===== src/cfcr_pkg.sv =====
// Shared types, constants and CRC function of the command frame check and reply core.
package cfcr_pkg;

    localparam int ByteW      = 8;
    localparam int CrcW       = 16;
    localparam int QueueDepth = 2;
    localparam int QueuePtrW  = $clog2(QueueDepth);
    localparam int QueueCntW  = $clog2(QueueDepth + 1);
    localparam int IdxW       = 4;

    localparam logic [CrcW-1:0]  CRC_POLY     = 16'h8408;
    localparam logic [CrcW-1:0]  CRC_PRESET   = 16'hFFFF;
    localparam logic [ByteW-1:0] ADDR_BCAST   = 8'hFF;
    localparam logic [ByteW-1:0] MIN_LENGTH   = 8'd4;
    localparam logic [ByteW-1:0] ERR_CODE     = 8'hFE;
    localparam logic [ByteW-1:0] SHORT_LEN    = 8'h05;
    localparam logic [ByteW-1:0] INFO_LEN     = 8'h0D;
    localparam logic [ByteW-1:0] FILL_BYTE    = 8'hFF;

    localparam logic [ByteW-1:0] CMD_03 = 8'h03;
    localparam logic [ByteW-1:0] CMD_21 = 8'h21;
    localparam logic [ByteW-1:0] CMD_22 = 8'h22;
    localparam logic [ByteW-1:0] CMD_24 = 8'h24;
    localparam logic [ByteW-1:0] CMD_25 = 8'h25;
    localparam logic [ByteW-1:0] CMD_28 = 8'h28;
    localparam logic [ByteW-1:0] CMD_2F = 8'h2F;

    localparam logic [ByteW-1:0] INFO_B4 = 8'h03;
    localparam logic [ByteW-1:0] INFO_B5 = 8'h3F;
    localparam logic [ByteW-1:0] INFO_B6 = 8'h09;
    localparam logic [ByteW-1:0] INFO_B7 = 8'h03;
    localparam logic [ByteW-1:0] INFO_B8 = 8'h3E;

    localparam logic [IdxW-1:0] SHORT_LAST = 4'd5;
    localparam logic [IdxW-1:0] INFO_LAST  = 4'd13;

    typedef enum logic [1:0] {
        K_ERR  = 2'd0,
        K_OK   = 2'd1,
        K_INFO = 2'd2
    } t_reply_kind;

    typedef struct packed {
        t_reply_kind      kind;
        logic [ByteW-1:0] cmd;
        logic [ByteW-1:0] mode;
    } t_reply;

    function automatic logic [CrcW-1:0] crc_feed(input logic [CrcW-1:0] crc_in,
                                                 input logic [ByteW-1:0] b);
        logic [CrcW-1:0] c;
        c = crc_in ^ {{(CrcW-ByteW){1'b0}}, b};
        for (int k = 0; k < ByteW; k++) begin
            if (c[0]) begin
                c = (c >> 1) ^ CRC_POLY;
            end else begin
                c = c >> 1;
            end
        end
        return c;
    endfunction

endpackage


===== src/cfcr_front.sv =====
// Frame parser: tracks position and CRC of received bytes and issues reply descriptors.
module cfcr_front
    import cfcr_pkg::*;
(
    input  logic             i_clk,
    input  logic             i_rst_n,
    input  logic             i_accept,
    input  logic [ByteW-1:0] i_rx_byte,
    input  logic [ByteW-1:0] i_own_address,
    output logic             o_push,
    output t_reply           o_reply
);

    logic [ByteW-1:0] r_pos, n_pos;
    logic [ByteW-1:0] r_len, n_len;
    logic [CrcW-1:0]  r_crc, n_crc;
    logic [CrcW-1:0]  r_body_crc, n_body_crc;
    logic [ByteW-1:0] r_crc_low, n_crc_low;
    logic             r_addr_ok, n_addr_ok;
    logic [ByteW-1:0] r_cmd, n_cmd;
    logic [ByteW-1:0] r_first, n_first;
    logic [ByteW-1:0] r_mode, n_mode;

    logic good;
    logic known;

    always_comb begin
        good  = r_addr_ok && (r_crc_low == r_body_crc[ByteW-1:0])
                && (i_rx_byte == r_body_crc[CrcW-1:ByteW]);
        known = (r_cmd == CMD_03) || (r_cmd == CMD_21) || (r_cmd == CMD_22)
                || (r_cmd == CMD_24) || (r_cmd == CMD_25) || (r_cmd == CMD_28)
                || (r_cmd == CMD_2F);

        n_pos      = r_pos;
        n_len      = r_len;
        n_crc      = r_crc;
        n_body_crc = r_body_crc;
        n_crc_low  = r_crc_low;
        n_addr_ok  = r_addr_ok;
        n_cmd      = r_cmd;
        n_first    = r_first;
        n_mode     = r_mode;
        o_push     = 1'b0;
        o_reply    = '{kind: K_ERR, cmd: r_cmd, mode: r_mode};

        if (i_accept) begin
            if (r_pos == '0) begin
                n_len = i_rx_byte;
                if (i_rx_byte < MIN_LENGTH) begin
                    o_push = 1'b1;
                end else begin
                    n_crc = crc_feed(CRC_PRESET, i_rx_byte);
                    n_pos = 8'd1;
                end
            end else begin
                if (r_pos == 8'd1) begin
                    n_addr_ok = (i_rx_byte == i_own_address) || (i_rx_byte == ADDR_BCAST);
                end
                if (r_pos == 8'd2) begin
                    n_cmd = i_rx_byte;
                end
                if (r_pos == 8'd3) begin
                    n_first = i_rx_byte;
                end
                if (r_pos == r_len) begin
                    o_push = 1'b1;
                    n_pos  = '0;
                    if (good && known) begin
                        o_reply.kind = (r_cmd == CMD_21) ? K_INFO : K_OK;
                    end
                    if (good && (r_cmd == CMD_2F)) begin
                        n_mode = r_first;
                    end
                end else begin
                    if (r_pos == r_len - 8'd1) begin
                        n_body_crc = r_crc;
                        n_crc_low  = i_rx_byte;
                    end else begin
                        n_crc = crc_feed(r_crc, i_rx_byte);
                    end
                    n_pos = r_pos + 8'd1;
                end
            end
        end
    end

    always_ff @(posedge i_clk) begin
        if (!i_rst_n) begin
            r_pos      <= '0;
            r_len      <= '0;
            r_crc      <= CRC_PRESET;
            r_body_crc <= CRC_PRESET;
            r_crc_low  <= '0;
            r_addr_ok  <= 1'b0;
            r_cmd      <= '0;
            r_first    <= '0;
            r_mode     <= '0;
        end else begin
            r_pos      <= n_pos;
            r_len      <= n_len;
            r_crc      <= n_crc;
            r_body_crc <= n_body_crc;
            r_crc_low  <= n_crc_low;
            r_addr_ok  <= n_addr_ok;
            r_cmd      <= n_cmd;
            r_first    <= n_first;
            r_mode     <= n_mode;
        end
    end

endmodule


===== src/cfcr_queue.sv =====
// Short first-word-fallthrough queue of reply descriptors between parser and sender.
module cfcr_queue
    import cfcr_pkg::*;
(
    input  logic   i_clk,
    input  logic   i_rst_n,
    input  logic   i_push,
    input  t_reply i_data,
    input  logic   i_pop,
    output t_reply o_data,
    output logic   o_empty,
    output logic   o_full
);

    t_reply               r_mem [QueueDepth];
    logic [QueuePtrW-1:0] r_wptr, n_wptr;
    logic [QueuePtrW-1:0] r_rptr, n_rptr;
    logic [QueueCntW-1:0] r_count, n_count;

    logic do_push;
    logic do_pop;

    assign o_empty = (r_count == '0);
    assign o_full  = (r_count == QueueCntW'(QueueDepth));
    assign o_data  = r_mem[r_rptr];
    assign do_push = i_push && !o_full;
    assign do_pop  = i_pop && !o_empty;

    always_comb begin
        n_wptr  = r_wptr;
        n_rptr  = r_rptr;
        n_count = r_count;
        if (do_push) begin
            n_wptr = (r_wptr == QueuePtrW'(QueueDepth - 1)) ? '0 : r_wptr + 1'b1;
        end
        if (do_pop) begin
            n_rptr = (r_rptr == QueuePtrW'(QueueDepth - 1)) ? '0 : r_rptr + 1'b1;
        end
        if (do_push && !do_pop) begin
            n_count = r_count + 1'b1;
        end else if (do_pop && !do_push) begin
            n_count = r_count - 1'b1;
        end
    end

    always_ff @(posedge i_clk) begin
        if (do_push) begin
            r_mem[r_wptr] <= i_data;
        end
    end

    always_ff @(posedge i_clk) begin
        if (!i_rst_n) begin
            r_wptr  <= '0;
            r_rptr  <= '0;
            r_count <= '0;
        end else begin
            r_wptr  <= n_wptr;
            r_rptr  <= n_rptr;
            r_count <= n_count;
        end
    end

endmodule


===== src/cfcr_back.sv =====
// Reply sender: serialises one reply descriptor into bytes with a trailing CRC.
module cfcr_back
    import cfcr_pkg::*;
(
    input  logic             i_clk,
    input  logic             i_rst_n,
    input  logic             i_empty,
    input  t_reply           i_reply,
    input  logic [ByteW-1:0] i_own_address,
    output logic             o_pop,
    output logic             o_tx_valid,
    input  logic             i_tx_stall,
    output logic [ByteW-1:0] o_tx_byte,
    output logic             o_tx_last
);

    logic             r_busy, n_busy;
    logic [IdxW-1:0]  r_idx, n_idx;
    logic [CrcW-1:0]  r_crc, n_crc;
    t_reply           r_desc;
    logic             r_valid, n_valid;
    logic [ByteW-1:0] r_byte;
    logic             r_last;

    logic             advance;
    logic [IdxW-1:0]  last_idx;
    logic [ByteW-1:0] body_byte;
    logic [ByteW-1:0] cur_byte;
    logic             is_last;

    assign o_tx_valid = r_valid;
    assign o_tx_byte  = r_byte;
    assign o_tx_last  = r_last;
    assign o_pop      = !r_busy && !i_empty;
    assign advance    = r_busy && (!r_valid || !i_tx_stall);
    assign last_idx   = (r_desc.kind == K_INFO) ? INFO_LAST : SHORT_LAST;
    assign is_last    = (r_idx == last_idx);

    always_comb begin
        body_byte = '0;
        case (r_idx)
            4'd0:    body_byte = (r_desc.kind == K_INFO) ? INFO_LEN : SHORT_LEN;
            4'd1:    body_byte = i_own_address;
            4'd2:    body_byte = (r_desc.kind == K_ERR) ? 8'h00 : r_desc.cmd;
            4'd3:    body_byte = (r_desc.kind == K_ERR) ? ERR_CODE : 8'h00;
            4'd4:    body_byte = INFO_B4;
            4'd5:    body_byte = INFO_B5;
            4'd6:    body_byte = INFO_B6;
            4'd7:    body_byte = INFO_B7;
            4'd8:    body_byte = INFO_B8;
            4'd9:    body_byte = 8'h00;
            4'd10:   body_byte = r_desc.mode;
            4'd11:   body_byte = FILL_BYTE;
            default: body_byte = '0;
        endcase
    end

    always_comb begin
        if (is_last) begin
            cur_byte = r_crc[CrcW-1:ByteW];
        end else if (r_idx == last_idx - 4'd1) begin
            cur_byte = r_crc[ByteW-1:0];
        end else begin
            cur_byte = body_byte;
        end
    end

    always_comb begin
        n_busy  = r_busy;
        n_idx   = r_idx;
        n_crc   = r_crc;
        n_valid = r_valid;
        if (o_pop) begin
            n_busy = 1'b1;
            n_idx  = '0;
            n_crc  = CRC_PRESET;
        end
        if (advance) begin
            n_valid = 1'b1;
            n_idx   = r_idx + 4'd1;
            if (r_idx < last_idx - 4'd1) begin
                n_crc = crc_feed(r_crc, body_byte);
            end
            if (is_last) begin
                n_busy = 1'b0;
            end
        end else if (!i_tx_stall) begin
            n_valid = 1'b0;
        end
    end

    always_ff @(posedge i_clk) begin
        if (o_pop) begin
            r_desc <= i_reply;
        end
        if (advance) begin
            r_byte <= cur_byte;
            r_last <= is_last;
        end
        r_idx <= n_idx;
        r_crc <= n_crc;
    end

    always_ff @(posedge i_clk) begin
        if (!i_rst_n) begin
            r_busy  <= 1'b0;
            r_valid <= 1'b0;
        end else begin
            r_busy  <= n_busy;
            r_valid <= n_valid;
        end
    end

endmodule


===== src/command_frame_check_and_reply_core.sv =====
// Top level of the command frame check and reply core.
//
// Receive channel: one frame byte per transfer on i_rx_byte (i_rx_valid, o_rx_stall).
// Frames are length, address, command, data, CRC low, CRC high; CRC-16 reflected
// (poly 0x8408, preset 0xFFFF). Transmit channel: one reply byte per transfer on
// o_tx_byte with o_tx_last on the CRC high byte (o_tx_valid, i_tx_stall).
// Configuration: i_cfg_own_address is written on i_cfg_valid; o_cfg_ready is always high.
// Write it only while no reply is pending.
// Throughput: one received byte per cycle while the descriptor queue (2 entries) has room.
// A reply of 6 or 14 bytes leaves at one byte per cycle unless i_tx_stall holds a byte;
// o_tx_valid drops between replies unless the next is popped while the last byte stalls.
// Each reply descriptor is queued, popped by the idle sender, then sent from a byte register.
// When the receiver stalls, the current byte holds; parsing continues until the queue
// fills, then o_rx_stall rises.
// Reset (i_rst_n low, synchronous): parser waits for a length byte, mode and address
// clear to zero, queue and sender empty.
module command_frame_check_and_reply_core
    import cfcr_pkg::*;
(
    input  logic             i_clk,
    input  logic             i_rst_n,
    input  logic             i_rx_valid,
    output logic             o_rx_stall,
    input  logic [ByteW-1:0] i_rx_byte,
    output logic             o_tx_valid,
    input  logic             i_tx_stall,
    output logic [ByteW-1:0] o_tx_byte,
    output logic             o_tx_last,
    input  logic             i_cfg_valid,
    output logic             o_cfg_ready,
    input  logic [ByteW-1:0] i_cfg_own_address
);

    logic [ByteW-1:0] r_own_address;
    logic             rx_accept;
    logic             push;
    logic             pop;
    logic             q_empty;
    logic             q_full;
    t_reply           push_reply;
    t_reply           head_reply;

    assign o_cfg_ready = 1'b1;
    assign o_rx_stall  = q_full;
    assign rx_accept   = i_rx_valid && !o_rx_stall;

    always_ff @(posedge i_clk) begin
        if (!i_rst_n) begin
            r_own_address <= '0;
        end else if (i_cfg_valid && o_cfg_ready) begin
            r_own_address <= i_cfg_own_address;
        end
    end

    cfcr_front u_front (
        .i_clk         (i_clk),
        .i_rst_n       (i_rst_n),
        .i_accept      (rx_accept),
        .i_rx_byte     (i_rx_byte),
        .i_own_address (r_own_address),
        .o_push        (push),
        .o_reply       (push_reply)
    );

    cfcr_queue u_queue (
        .i_clk   (i_clk),
        .i_rst_n (i_rst_n),
        .i_push  (push),
        .i_data  (push_reply),
        .i_pop   (pop),
        .o_data  (head_reply),
        .o_empty (q_empty),
        .o_full  (q_full)
    );

    cfcr_back u_back (
        .i_clk         (i_clk),
        .i_rst_n       (i_rst_n),
        .i_empty       (q_empty),
        .i_reply       (head_reply),
        .i_own_address (r_own_address),
        .o_pop         (pop),
        .o_tx_valid    (o_tx_valid),
        .i_tx_stall    (i_tx_stall),
        .o_tx_byte     (o_tx_byte),
        .o_tx_last     (o_tx_last)
    );

endmodule


===== config.mk =====
export PLATFORM = sky130hd
export DESIGN_NAME = command_frame_check_and_reply_core
export DESIGN_NICKNAME = d
export VERILOG_FILES = /design/src/cfcr_pkg.sv /design/src/cfcr_front.sv /design/src/cfcr_queue.sv /design/src/cfcr_back.sv /design/src/command_frame_check_and_reply_core.sv
export SDC_FILE = /design/constraint.sdc
export NUM_CORES = 1
export LEC_CHECK = 0
export BUFFER_PORTS_ARGS = -buffer_cell sky130_fd_sc_hd__buf_2
export CAP_MARGIN = 15
export CORE_MARGIN = 2
export CORE_UTILIZATION = 55
export CTS_CLUSTER_SIZE = 25
export DETAILED_ROUTE_END_ITERATION = 10
export GPL_ROUTABILITY_DRIVEN = 1
export PLACE_DENSITY = 0.83
export SYNTH_ARGS = -nofsm -noshare
export SYNTH_HDL_FRONTEND = slang
export SYNTH_SLANG_ARGS = --single-unit
export TNS_END_PERCENT = 20

===== constraint.sdc =====
create_clock -name i_clk -period 3.23 [get_ports i_clk]
set_input_delay 0.969 -clock i_clk [delete_from_list [all_inputs] [get_ports i_clk]]
set_output_delay 0.969 -clock i_clk [all_outputs]
set_load 0.02 [all_outputs]

# Word-level counts from Yosys, hierarchy flattened

Memory sizes are Yosys's and may differ from the RTL's. A register that Yosys moved wholly into a read port is not among the register bits.
Index checks and enable logic that the tools add are counted.

Bits in registers: 124
Latch bits: 0
RAM bits: 36
ROM bits: 0
Input bits: 21
Output and inout bits: 12
Word-level logic and storage cells: 260
Memories: 1

Add/sub/neg operators: 8
Multipliers: 0
Divide/modulo/power cells: 0
Order comparisons: 2
Equal/unequal tests: 34
Shift operators: 0
Multiplexer cells: 126
Bitwise operators: 29
Reductions and logical operators: 41

Memory list:

| memory        | depth | width | read ports | clocked after memory_dff | wr ports | line             | source |
|---|---|---|---|---|---|---|---|
| u_queue.r_mem | 2     | 18    | 1          | 1                        | 1        | cfcr_queue.sv:15 | `t_reply r_mem [QueueDepth];` |

Operator list:

| kind                  | count |
|---|---|
| $mux W16              | 94 |
| $pmux W8 S10          | 1 |
| $not A2 Y3            | 24 |
| $mux W8               | 7 |
| $eq A8 B6 Y1 const B  | 6 |
| $eq A8 B8 Y1          | 5 |
| $xor A16 B8 Y16       | 2 |
| $eq A8 B2 Y1 const B  | 3 |
| $eq A4 B3 Y1 const B  | 4 |
| $mux W4               | 4 |
| $not A8 Y16           | 1 |
| $mux W2               | 7 |
| $mux W1               | 13 |
| $eq A4 B4 Y1 const B  | 3 |
| $reduce_and A4 Y1     | 3 |
| $logic_and A1 B1 Y1   | 11 |
| $reduce_and A3 Y1     | 3 |
| $add A8 B1 Y8 const B | 1 |
| $eq A4 B2 Y1 const B  | 2 |
| $eq A4 B4 Y1          | 2 |
| $eq A8 B1 Y1 const B  | 1 |
| $eq A8 B8 Y1 const B  | 1 |
| $logic_not A8 Y1      | 1 |
| $logic_or A1 B1 Y1    | 8 |
| 19 further kinds      | 33 |

# Longest topological paths before layout

Gate-level depths: netlist (run 1).

Word-level depth: 48
Mapped depth: 11
Depth with buffers taken out: 9

# By module

From an unflattened synthesis (run 1), not the netlist that was laid out.

Cells, all modules: 887
Area, all modules: 8,959.8 µm²

By module, submodules not included:

| module                             | instances | cells each | area each (µm²) | seq. area each (µm²) |
|---|---|---|---|---|
| cfcr_front                         | 1         | 507        | 4,267.8         | 1,621.6 |
| cfcr_back                          | 1         | 271        | 2,842.7         | 1,291.2 |
| cfcr_queue                         | 1         | 81         | 1,530.2         | 1,181.1 |
| command_frame_check_and_reply_core | 1         | 28         | 319.1           | 160.2 |

# Worst setup path after synthesis (run 1)

OpenSTA, ideal clock, no wires.

Path kind: input to register
From: in i_rx_byte[7]
To: mem u_queue.r_mem[0][0] (netlist name) (enable)
Library setup time: 0.396 ns
Data arrival time: 2.791 ns
Required time: 2.834 ns
Path slack: 0.043 ns
Cell stages on the path: 5
Path buffers: 1
Cells stage by stage: clkbuf_1 > nor4_1 > nand3_1 > a21oi_1 > nor2b_1

Longest elaborated chain between the ends: 7

RTL lines:

| element                       | line                                     | source |
|---|---|---|
| start, declared               | command_frame_check_and_reply_core.sv:24 | `input logic [ByteW-1:0] i_rx_byte,` |
| $lt A8 B3 Y1                  | cfcr_front.sv:49                         | `if (i_rx_byte < MIN_LENGTH) begin` |
| $mux W1                       | cfcr_front.sv:49                         |  |
| $mux W1                       | cfcr_front.sv:47                         | `if (r_pos == '0) begin` |
| $mux W1                       | cfcr_front.sv:46                         | `if (i_accept) begin` |
| $logic_and A1 B1 Y1           | cfcr_queue.sv:26                         | `assign do_push = i_push && !o_full;` |
| net u_queue.do_push           | cfcr_queue.sv:20                         | `logic do_push;` |
| $mux W1                       | cfcr_queue.sv:47                         | `if (do_push) begin` |
| $mux W1 (not written as such) | cfcr_queue.sv:48                         | `r_mem[r_wptr] <= i_data;` |
| end, declared                 | cfcr_queue.sv:15                         |  |

The timed path passes the listed nets, and every way through them passes these cells.

# Worst setup path after layout (run 1)

From: reg u_front.r_pos[4]
To: reg u_queue.r_count[1]

Longest elaborated chain between the ends: 8
Elaborated cells on any way between the ends: 11
Classes of those cells: 1 x eq/ne; 4 x mux; 6 x reduce/logical

RTL lines:

| element                      | line             | source |
|---|---|---|
| start, declared              | cfcr_front.sv:14 | `logic [ByteW-1:0] r_pos, n_pos;` |
| start signal, assigned       | cfcr_front.sv:99 | `r_pos <= n_pos;` |
| $eq A8 B8 Y1                 | cfcr_front.sv:65 | `if (r_pos == r_len) begin` |
| $mux W1                      | cfcr_front.sv:65 |  |
| $mux W1 (*)                  | cfcr_front.sv:47 |  |
| $mux W1 (*)                  | cfcr_front.sv:46 |  |
| $logic_and A1 B1 Y1 (*)      | cfcr_queue.sv:26 |  |
| net u_queue.do_push          | cfcr_queue.sv:20 |  |
| $logic_not A1 Y1             | cfcr_queue.sv:41 | `end else if (do_pop && !do_push) begin` |
| $logic_and A1 B1 Y1          | cfcr_queue.sv:41 |  |
| $reduce_bool A2 Y1 (no line) | -                |  |
| end signal, assigned         | cfcr_queue.sv:60 | `r_count <= n_count;` |
| end, declared                | cfcr_queue.sv:18 | `logic [QueueCntW-1:0] r_count, n_count;` |

The timed path passes the listed nets; every way through them passes the cells marked *.
A chain may end at the register's enable or synchronous reset.

==> summary.md, run 1 <==
| Metric | Value |
|---|---|
| Seq cells post-synth | `178` |
| Fmax | `0.3425 GHz` |
| I/O pin count | `33` |
| Antenna diodes | `0` |
| H-tree levels | `4` |
| Worst-path clk slew | `0.06 ns` |
| Non-filler cells, final | `1,085` |
| GR Util met3 | `5.617%` |
| Post-synthesis simple-gate area fraction | `15.61%` |
| Critical path class | `flop to flop` |
| Deepest clock path buffer count | `2` |
| Area post-placement | `0.009025 sq mm` |
| Setup crit end kind | `flop` |
| Most used routing layer in global routing | `met2` |
| Layout cell share with drive strength beyond 1 | `13.27%` |
| YS warnings | `0` |
| Initial DRC count | `539` |
| Compound-Gate Fraction of Synth Area | `11.69%` |
| Max-slew violations | `0` |
| Synthesized area per cell | `10.25 sq um` |
| Yosys top cell by area | `dfxtp_1` |
| Ranking of synthesized cells by area | `dfxtp_1, edfxtp_1, xnor2_1` |
| Largest net degree at the start of global routing | `54` |
| GR Layer Usage met2 | `35.39%` |
| # port buffers | `31` |
| First-pass GRT wire length | `29,660 um` |
| Slew headroom | `39.59%` |
| Synth Instances | `848` |
| Post-Route WL | `18,190 um` |
| Worst EP required | `3.59 ns` |
| Nets@finish | `894` |
| Seq/Total Area, Yosys | `48.73%` |
| Post-synth top flop | `dfxtp_1` |
| Ys async rst share | `0%` |
| Clock sinks | `178` |
| Routed vias/inst | `5.650` |
| Hold Fails Final Rpt | `0` |
| RSZ-0062 raised after global routing | `false` |
| Worst skew pair latency | `0.43 ns` |
| Setup violators final | `0` |
| Final min period | `2.920 ns` |
| Critical path peak fanout | `7` |
| Worst hold path class | `flop to flop` |
| Resized cells post-CTS | `0` |
| Most instantiated cells after synthesis | `dfxtp_1, xnor2_1, edfxtp_1, nand2_1, nor2_1` |
| Synth Area in XOR/XNOR | `11.52%` |
| Total GRT Usage | `22.82%` |
| Fin crit share | `90.40%` |
| Chip Width | `129.7 um` |
| Gr ovfl total | `0` |
| Hold_buf cts | `0` |
| TritonCTS clock tree | `yes` |
| CTS Buf Count | `17` |
| Most common cell in the netlist | `dfxtp_1` |
| Number of placed cells counting well taps | `1,052` |
| Routed Antenna Nets | `0` |
| Mux contribution to synthesized area | `7.055%` |
| Initial antenna violation count | `0` |
| Setup TNS | `0 ns` |
| GR Layer Usage met1 | `31.42%` |
| Unique masters post-synth | `62` |
| HPWL Detailed | `12,160 um` |
| WP data arrival | `3.28 ns` |
| Maximum VDD drop | `0.5219 mV` |
| Drc violations | `0` |
| Max cap viols | `0` |
| DR pass1 iterations | `5` |
| Row Count | `45` |
| Vias | `6,130` |
| Largest family of logic cells by synthesized area | `simple AND/OR/NAND/NOR gates` |
| Starting Density | `56.74%` |
| Post-route cell area | `0.009598 sq mm` |
| Slew @ Worst Pin | `0.9049 ns` |
| Core Area | `0.01531 sq mm` |
| Number of flops mapped to enable cells by yosys | `67` |
| Pwr/cell area | `843.9 mW/mm^2` |
| Status | `complete, no violations` |
| Mapped cell area | `0.008690 sq mm` |
| Adder-cell share of the synthesized area | `1.728%` |
| Post-synth net total | `881` |
| Growth of design area from synthesis to finish | `10.45%` |
| Crit start category | `flop` |
| Vias in the first global route | `5,808` |
| DIE HEIGHT | `129.7 um` |
| GPL Wtd Cong | `0.8425` |
| Top cell type's share of synthesized area | `25.57%` |
| Clock Tree Root | `clkbuf_16` |
| Final Util | `62.67%` |
| Leakage power | `0.003630 uW` |
| Worst hold slack | `0.4568 ns` |
| DR WL/cell | `16.77 um` |
| Clk_skew | `0.007055 ns` |
| Die Footprint | `0.01682 sq mm` |
| Postcts setup bufs | `0` |
-- worst max-delay path, cell delays in order (launching register included) --
cell,delay (ns)
dfxtp_1,0.44
xor2_1,0.14
or4_1,0.56
nor2_2,0.40
nand2_1,0.10
a21oi_1,0.36
ha_1,0.34
or3_1,0.35
a21boi_0,0.16
-- power breakdown --
part | internal (uW) | leakage (uW) | total [uW] | switching (uW)
Clock | 1150 | 0.000275 | 1970 | 818
Sequential | 2790 | 0.00155 | 3100 | 310
Combinational | 1350 | 0.00181 | 3030 | 1690
-- worst paths after layout --
| path | depth (start not counted) | end | startpoint | slack (ns) |
|---|---|---|---|---|
| hold reg to reg | 0 | u_queue.r_mem[0][3] | u_front.r_mode[3] | 0.46 |
| hold / removal | 0 | u_queue.r_mem[0][3] | u_front.r_mode[3] | 0.46 |
| setup / recovery | 8 | u_queue.r_count[1] | u_front.r_pos[4] | 0.31 |
| setup reg to reg | 8 | u_queue.r_count[1] | u_front.r_pos[4] | 0.31 |
-- final cells by class --
class | count | area, sq um
timing repair buffer | 53 | 340.3
multi-input combinational | 598 | 4153
clock inverter | 4 | 48.80
tap | 211 | 264.0
inverter | 13 | 48.80
fill | 1202 | 5717
sequential | 178 | 4234
clock buffer | 28 | 509.2
-- cells by family (layout without fill, tap and decap cells) --
family	Yosys count	count (layout)
mux	59	59
xor+xnor	110	110
fa+ha+maj	12	12
compound gates	148	148
buf+inv	72	98
simple gates	268	268
other cells	1	1
flops	178	178
-- per-layer routing --
layer  vias to the layer above  wire, um
met3                        33      1150
met4                         0       325
met2                       192      8396
met5                         -         0
met1                      2911      8320
li1                       2994         -
-- per-stage QoR --
stage | total power [uW] | worst slack (ns)
after floorplan | 5517 | 0.04266
after global placement | 6050 | 0.2783
after detailed placement | 6118 | 0.2106
after CTS | 8087 | 0.2461
after global routing | 8583 | 0.1338
final | 8099 | 0.3100
-- flip-flops by register name, indices dropped and copies added (netlist names), 16 cells and up --
| name | count |
|---|---|
| u_back.r_desc | 18 |
| u_back.r_crc | 16 |
| u_queue.r_mem | 36 |
| u_front.r_crc | 16 |
| u_front.r_body_crc | 16 |
-- cell usage in the layout, fill, tap and decap left out, types with 20 or more instances in the layout --
cell      synthesis  layout
o21ai_0          27      27
edfxtp_1         67      67
nor3_1           38      37
a21oi_1          28      28
nand3_1          29      29
dfxtp_1         111     111
nor2_1           48      47
buf_2             9      31
buf_4             3      20
a21boi_0         26      26
xnor2_1          76      76
xor2_1           30      30
mux2i_1          41      41
nand2_1          65      65
nor2b_1          29      29
Power figures use the tool's default switching activity.
==> inputs of run 2 (changes only) <==
--- a/config.mk
+++ b/config.mk
@@ -5,14 +5,14 @@
 export SDC_FILE = /design/constraint.sdc
 export NUM_CORES = 1
 export LEC_CHECK = 0
-export BUFFER_PORTS_ARGS = -buffer_cell sky130_fd_sc_hd__buf_2
+export BUFFER_PORTS_ARGS = -buffer_cell sky130_fd_sc_hd__clkbuf_2
 export CAP_MARGIN = 15
 export CORE_MARGIN = 2
-export CORE_UTILIZATION = 55
+export CORE_UTILIZATION = 30
 export CTS_CLUSTER_SIZE = 25
 export DETAILED_ROUTE_END_ITERATION = 10
 export GPL_ROUTABILITY_DRIVEN = 1
-export PLACE_DENSITY = 0.83
+export PLACE_DENSITY = 0.54
 export SYNTH_ARGS = -nofsm -noshare
 export SYNTH_HDL_FRONTEND = slang
 export SYNTH_SLANG_ARGS = --single-unit
==> run 2 against run 1 <==
  * Via count shrank 3.5%
  * Maximum frequency rose by 6.6%
  * Die area increased by 80%
  * Worst setup slack improved by 0.18 ns
  * Largest cell class unchanged
  * Largest power group unchanged
  * Highest routed layer is now met5
==> summary.md, run 2 (synthesis gave the netlist of run 1 again) <==
| Metric | Value |
|---|---|
| Status | `complete, no violations` |
| Slowest CP cell | `edfxtp_1` |
| Deepest clock path buffer count | `2` |
| Max cap viols | `0` |
| Worst hold path class | `flop to flop` |
| Most frequent cells in the layout | `dfxtp_1, xnor2_1, edfxtp_1, nand2_1, nor2_1` |
| Total power | `8288 uW` |
| DR WL/cell | `15.24 um` |
| Layout cell share with drive strength beyond 1 | `14.53%` |
| Clock Tree Root | `clkbuf_16` |
| Critical path peak fanout | `7` |
| Clock sinks | `178` |
| Hold-critical path depth | `2` |
| Worst-path clk slew | `0.08 ns` |
| Gr ovfl total | `0` |
| DIE HEIGHT | `174.2 um` |
| Antenna diodes | `0` |
| Pwr/cell area | `830.9 mW/mm^2` |
| # port buffers | `31` |
| Area post-placement | `0.009344 sq mm` |
| Critical Path Start | `u_back.r_idx[1]` |
| Fmax | `0.3652 GHz` |
| Worst skew pair latency | `0.43 ns` |
| RSZ-0062 raised after global routing | `false` |
| Post-Route WL | `19,280 um` |
| R2r setup slk | `0.49 ns` |
| Total GRT Usage | `13.05%` |
| Slowest stage delay, CP | `0.44 ns` |
| CTS Buf Count | `17` |
| Core Area | `0.02863 sq mm` |
| Worst R2R Start | `u_back.r_idx[1]` |
| Routed vias/inst | `4.677` |
| Reg2Reg Depth | `8` |
| Crit start category | `flop` |
| Setup crit end kind | `flop` |
| Critical path class | `flop to flop` |
| Resized cells post-CTS | `0` |
| GPL Wtd Cong | `0.7640` |
| Final Util | `34.85%` |
| I/O pin count | `33` |
| Vias | `5,916` |
| Drc violations | `0` |
| GR Layer Usage met1 | `17.73%` |
| H-tree levels | `4` |
| Hold Crit Start | `u_front.r_first[7]` |
| Row Count | `62` |
| Initial antenna violation count | `1` |
| Vias in the first global route | `5,694` |
| Growth of design area from synthesis to finish | `14.79%` |
| DR pass1 iterations | `7` |
| First-pass GRT wire length | `31,350 um` |
| HPWL Detailed | `13,330 um` |
| GR Layer Usage met2 | `20.68%` |
| Setup TNS | `0 ns` |
| Slew @ Worst Pin | `0.8731 ns` |
| GR Util met3 | `2.909%` |
| Worst EP required | `3.55 ns` |
| Setup violators final | `0` |
| Max-slew violations | `0` |
| Largest register FFs | `36` |
| Largest net degree at the start of global routing | `58` |
| TritonCTS clock tree | `yes` |
| Starting Density | `30.36%` |
| Chip Width | `174.2 um` |
| Initial DRC count | `467` |
| Most common cell after layout, fill and taps aside | `dfxtp_1` |
| Leakage power | `0.003710 uW` |
| Postcts setup bufs | `0` |
| Clk_skew | `0.01263 ns` |
| Maximum VDD drop | `0.3498 mV` |
| Biggest register | `u_queue.r_mem` |
| Hold_buf cts | `0` |
| Nets@finish | `901` |
| Die Footprint | `0.03034 sq mm` |
| Post-route cell area | `0.009975 sq mm` |
| Slew headroom | `41.71%` |
| Most used routing layer in global routing | `met2` |
| Routed Antenna Nets | `0` |
| Fin crit share | `84.77%` |
| Top Registers | `u_queue.r_mem x36, u_back.r_desc x18` |
| Final min period | `2.738 ns` |
| Hold Fails Final Rpt | `0` |
| WP data arrival | `3.06 ns` |
| CP cell instances | `ha_1 > or3b_1 > a221oi_4 > a2111oi_4 > xnor2_2 > xor3_1 > xnor2_1 > a21oi_1` |
## run 2: cell count changes in the layout (fill, tap and decap cells not counted), sizes merged
| cell | delta |
|---|---|
| clkinv | +3 |
| clkbuf | +20 |
| clkinvlp | -1 |
| inv | +9 |
| buf | -24 |
## run 2: through the flow
step           hold WS [ns]  setup WS, ns  std cells
2_1_floorplan        0.4237       0.04266        848
3_3_place_gp         0.4381        0.2911       1232
3_5_place_dp         0.4491        0.2413       1232
4_1_cts              0.4627        0.4804       1264
5_1_grt              0.4817        0.2580       1265
6_report             0.4667        0.4920       1265
## run 2: area by class of cell
class                   count  area (sq um)
clock inverters            15         185.2
multi-input cells         598          4153
inverters                  13         48.80
well taps                 384         480.5
clock buffers              17         425.4
flip-flops and latches    178          4234
fillers                  2887         18650
repair buffers             60         447.9
## run 2: per-layer routing
| metal | share of wire [%] | wire length (um) | vias to the layer above |
|---|---|---|---|
| li1 | - | - | 3012 |
| met1 | 50 | 9543 | 2798 |
| met2 | 46 | 8812 | 81 |
| met3 | 3.2 | 611 | 23 |
| met4 | 1.5 | 297 | 2 |
| met5 | 0.067 | 13 | - |
## run 2: worst max-delay path: cells and delay by family (launching register included)
family | cells | cell delay (ns)
xor gates and xnor gates | 3 | 0.85
DFF | 1 | 0.44
and+or+nand+nor | 1 | 0.44
adders and majority gates | 1 | 0.32
AOI/OAI and AO/OA | 3 | 0.57
## run 2: power breakdown
part | internal [uW] | total (uW) | switching, uW
clock | 1120 | 2120 | 1000
sequential | 2780 | 3080 | 299
combinational | 1390 | 3080 | 1690
total | 5290 | 8290 | 2990
## run 2: worst paths after layout
check	to
worst min-delay path	u_front.r_first[7]
worst min register to register	u_front.r_first[7]
worst max-delay path	u_back.r_crc[8]
worst max register to register	u_back.r_crc[8]
==> inputs of run 3 (changes only) <==
==> constraint.sdc (replaced) <==
create_clock -name i_clk -period 2.4 [get_ports i_clk]
set_input_delay 0.72 -clock i_clk [delete_from_list [all_inputs] [get_ports i_clk]]
set_output_delay 0.72 -clock i_clk [all_outputs]
set_load 0.02 [all_outputs]
==> run 3 against run 2 <==
  * The flow now finishes with violations (negative setup slack)
  * Worst setup slack got worse by 0.60 ns
  * First-iteration DRC count is 9.9% lower
  * Die area is the same
  * Hold slack worse by 0.0055 ns
  * Sequential power grew 35%
  * Largest cell class is now multi-input combinational cells
  * Highest routed layer is now met4
==> summary.md, run 3 (synthesis gave the netlist of run 1 again) <==
| Metric | Value |
|---|---|
| Critical Path Start | `u_back.r_idx[1]` |
| Deepest clock path buffer count | `2` |
| Initial DRC count | `421` |
| Hold_buf cts | `0` |
| Worst-path clk slew | `0.08 ns` |
| Initial antenna violation count | `0` |
| Number of stages on the worst setup path | `9` |
| Largest net degree at the start of global routing | `53` |
| Routed Antenna Nets | `0` |
| Starting Density | `30.36%` |
| Worst R2R Start | `u_back.r_idx[1]` |
| Worst hold path class | `flop to flop` |
| # port buffers | `31` |
| Worst skew pair latency | `0.44 ns` |
| Storage cell area | `0.004237 sq mm` |
| Buf/Inv on CP | `1` |
| Antenna diodes | `0` |
| Vias | `6,215` |
| Gr ovfl total | `0` |
| Routed vias/inst | `4.676` |
| Vias in the first global route | `5,946` |
| Final worst setup slack | `-0.1053 ns` |
| Critical path peak fanout | `5` |
| Top Registers | `u_queue.r_mem x36, u_back.r_desc x18` |
| Delay-heaviest family, CP | `XOR/XNOR gates` |
| Slowest stage delay, CP | `0.50 ns` |
| Die Footprint | `0.03034 sq mm` |
| DR pass1 iterations | `5` |
| Layout cell share with drive strength beyond 1 | `24.87%` |
| Most frequent cells in the layout | `dfxtp_1, buf_4, xnor2_1, edfxtp_1, nand2_1` |
| RSZ-0062 raised after global routing | `true` |
| Final min period | `2.505 ns` |
| Hold Crit Start | `u_front.r_mode[6]` |
| Clock sinks | `178` |
| Growth of design area from synthesis to finish | `24.44%` |
| Clk_skew | `0.01438 ns` |
| Fin crit share | `104.4%` |
| Max-slew violations | `0` |
| Critical path class | `flop to flop` |
| Drc violations | `0` |
| Fill cell count | `2,831` |
| Clock Tree Root | `clkbuf_16` |
| H-tree levels | `4` |
| Failing checks | `negative setup slack` |
| Leakage power | `0.004132 uW` |
| CP cell instances | `ha_4 > or3b_4 > a221oi_4 > buf_6 > a2111oi_4 > xnor2_2 > xor3_2 > xnor2_1 > a21oi_1` |
| Chip Width | `174.2 um` |
| Multi-input gate area | `0.004478 sq mm` |
| Biggest register | `u_queue.r_mem` |
| Largest register FFs | `36` |
| Worst setup endpoint | `u_back.r_crc[1]` |
| Row Count | `62` |
| Total GRT Usage | `13.42%` |
| Max cap viols | `0` |
| Post-Route WL | `20,030 um` |
| Status | `finished, violations left` |
| Maximum VDD drop | `0.5419 mV` |
| Hold Fails Final Rpt | `0` |
| Crit start category | `flop` |
| R2r setup slk | `-0.11 ns` |
| HPWL Detailed | `13,990 um` |
| Most common cell after layout, fill and taps aside | `dfxtp_1` |
| DR WL/cell | `15.07 um` |
| Fmax | `0.3992 GHz` |
| First-pass GRT wire length | `32,220 um` |
| Reg2Reg Depth | `9` |
| DIE HEIGHT | `174.2 um` |
| Pwr/cell area | `1174 mW/mm^2` |
| R2R Path End | `u_back.r_crc[1]` |
| I/O pin count | `33` |
| Setup crit end kind | `flop` |
| Slowest CP cell | `edfxtp_1` |
| Core Area | `0.02863 sq mm` |
| CTS Buf Count | `17` |
| Nets@finish | `965` |
| Setup violators final | `11` |
| Hold-critical path depth | `0` |
| Total power | `12,700 uW` |
| GPL Wtd Cong | `0.8124` |
| Place WS | `-0.2465 ns` |
| WP data arrival | `2.82 ns` |
| TritonCTS clock tree | `yes` |
| Worst EP required | `2.72 ns` |
run 3: changes by cell type in the layout (fill, tap and decap cells not counted), moves of 3 or more:
cell | before | now
clkinv_8 | 3 | 6
xnor2_1 | 76 | 67
buf_6 | 0 | 5
nor3_1 | 37 | 31
a211oi_2 | 1 | 4
ha_4 | 0 | 4
nor3_2 | 1 | 7
ha_1 | 12 | 7
xnor2_4 | 0 | 3
xnor2_2 | 2 | 8
buf_4 | 23 | 81
a211oi_1 | 6 | 2
run 3: how the worst min path moves through the flow:
stage	endpoint
after floorplan	u_queue.r_mem[0][9]
after global placement	u_queue.r_mem[0][7]
after detailed placement	u_queue.r_mem[0][6]
after CTS	u_queue.r_mem[0][6]
after global routing	u_queue.r_mem[1][7]
final	u_queue.r_mem[0][6]
run 3: cell type report:
cell class,instances,area share (%)
multi-input combinational,598,41.41
sequential,178,39.18
timing repair buffer,124,8.875
tap,384,4.443
clock buffer,17,3.934
clock inverter,15,1.701
inverter,13,0.4513
run 3: where the power goes:
part	internal [uW]	switching, uW
logic	2920	2790
registers	3750	414
clock network	1420	1400
run 3: timing repair:
action	in CTS	in global routing
gates resized for setup	31	28
endpoints found under the setup margin	15	66
pin swaps	22	27
gates cloned	0	0
buffers inserted	7	3
run 3: worst register-to-register path, cell delays in order (launching register included):
cell,delay (ns)
edfxtp_1,0.50
ha_4,0.20
or3b_4,0.40
a221oi_4,0.32
buf_6,0.16
a2111oi_4,0.04
xnor2_2,0.20
xor3_2,0.31
xnor2_1,0.17
a21oi_1,0.08
run 3: through the flow:
step	instances	TNS [ns]	area [sq um]	util (%)	hold slack, ns
after floorplan	848	-0.5226	8705	-	0.4237
after global placement	1288	-9.113	9804	34.25	0.4376
after detailed placement	1288	-10.95	9804	34.25	0.4418
after CTS	1326	-0.4326	10630	37.14	0.4621
after global routing	1329	-2.910	10810	37.77	0.4748
final	1329	-0.7168	10810	37.77	0.4612
run 3: routing by layer:
metal | GRT usage (%) | part of all wire [%]
met3 | 2.800 | 4.0
met1 | 17.61 | 47
met4 | 4.377 | 1.5
met2 | 22.06 | 48
met5 | 0 | 0
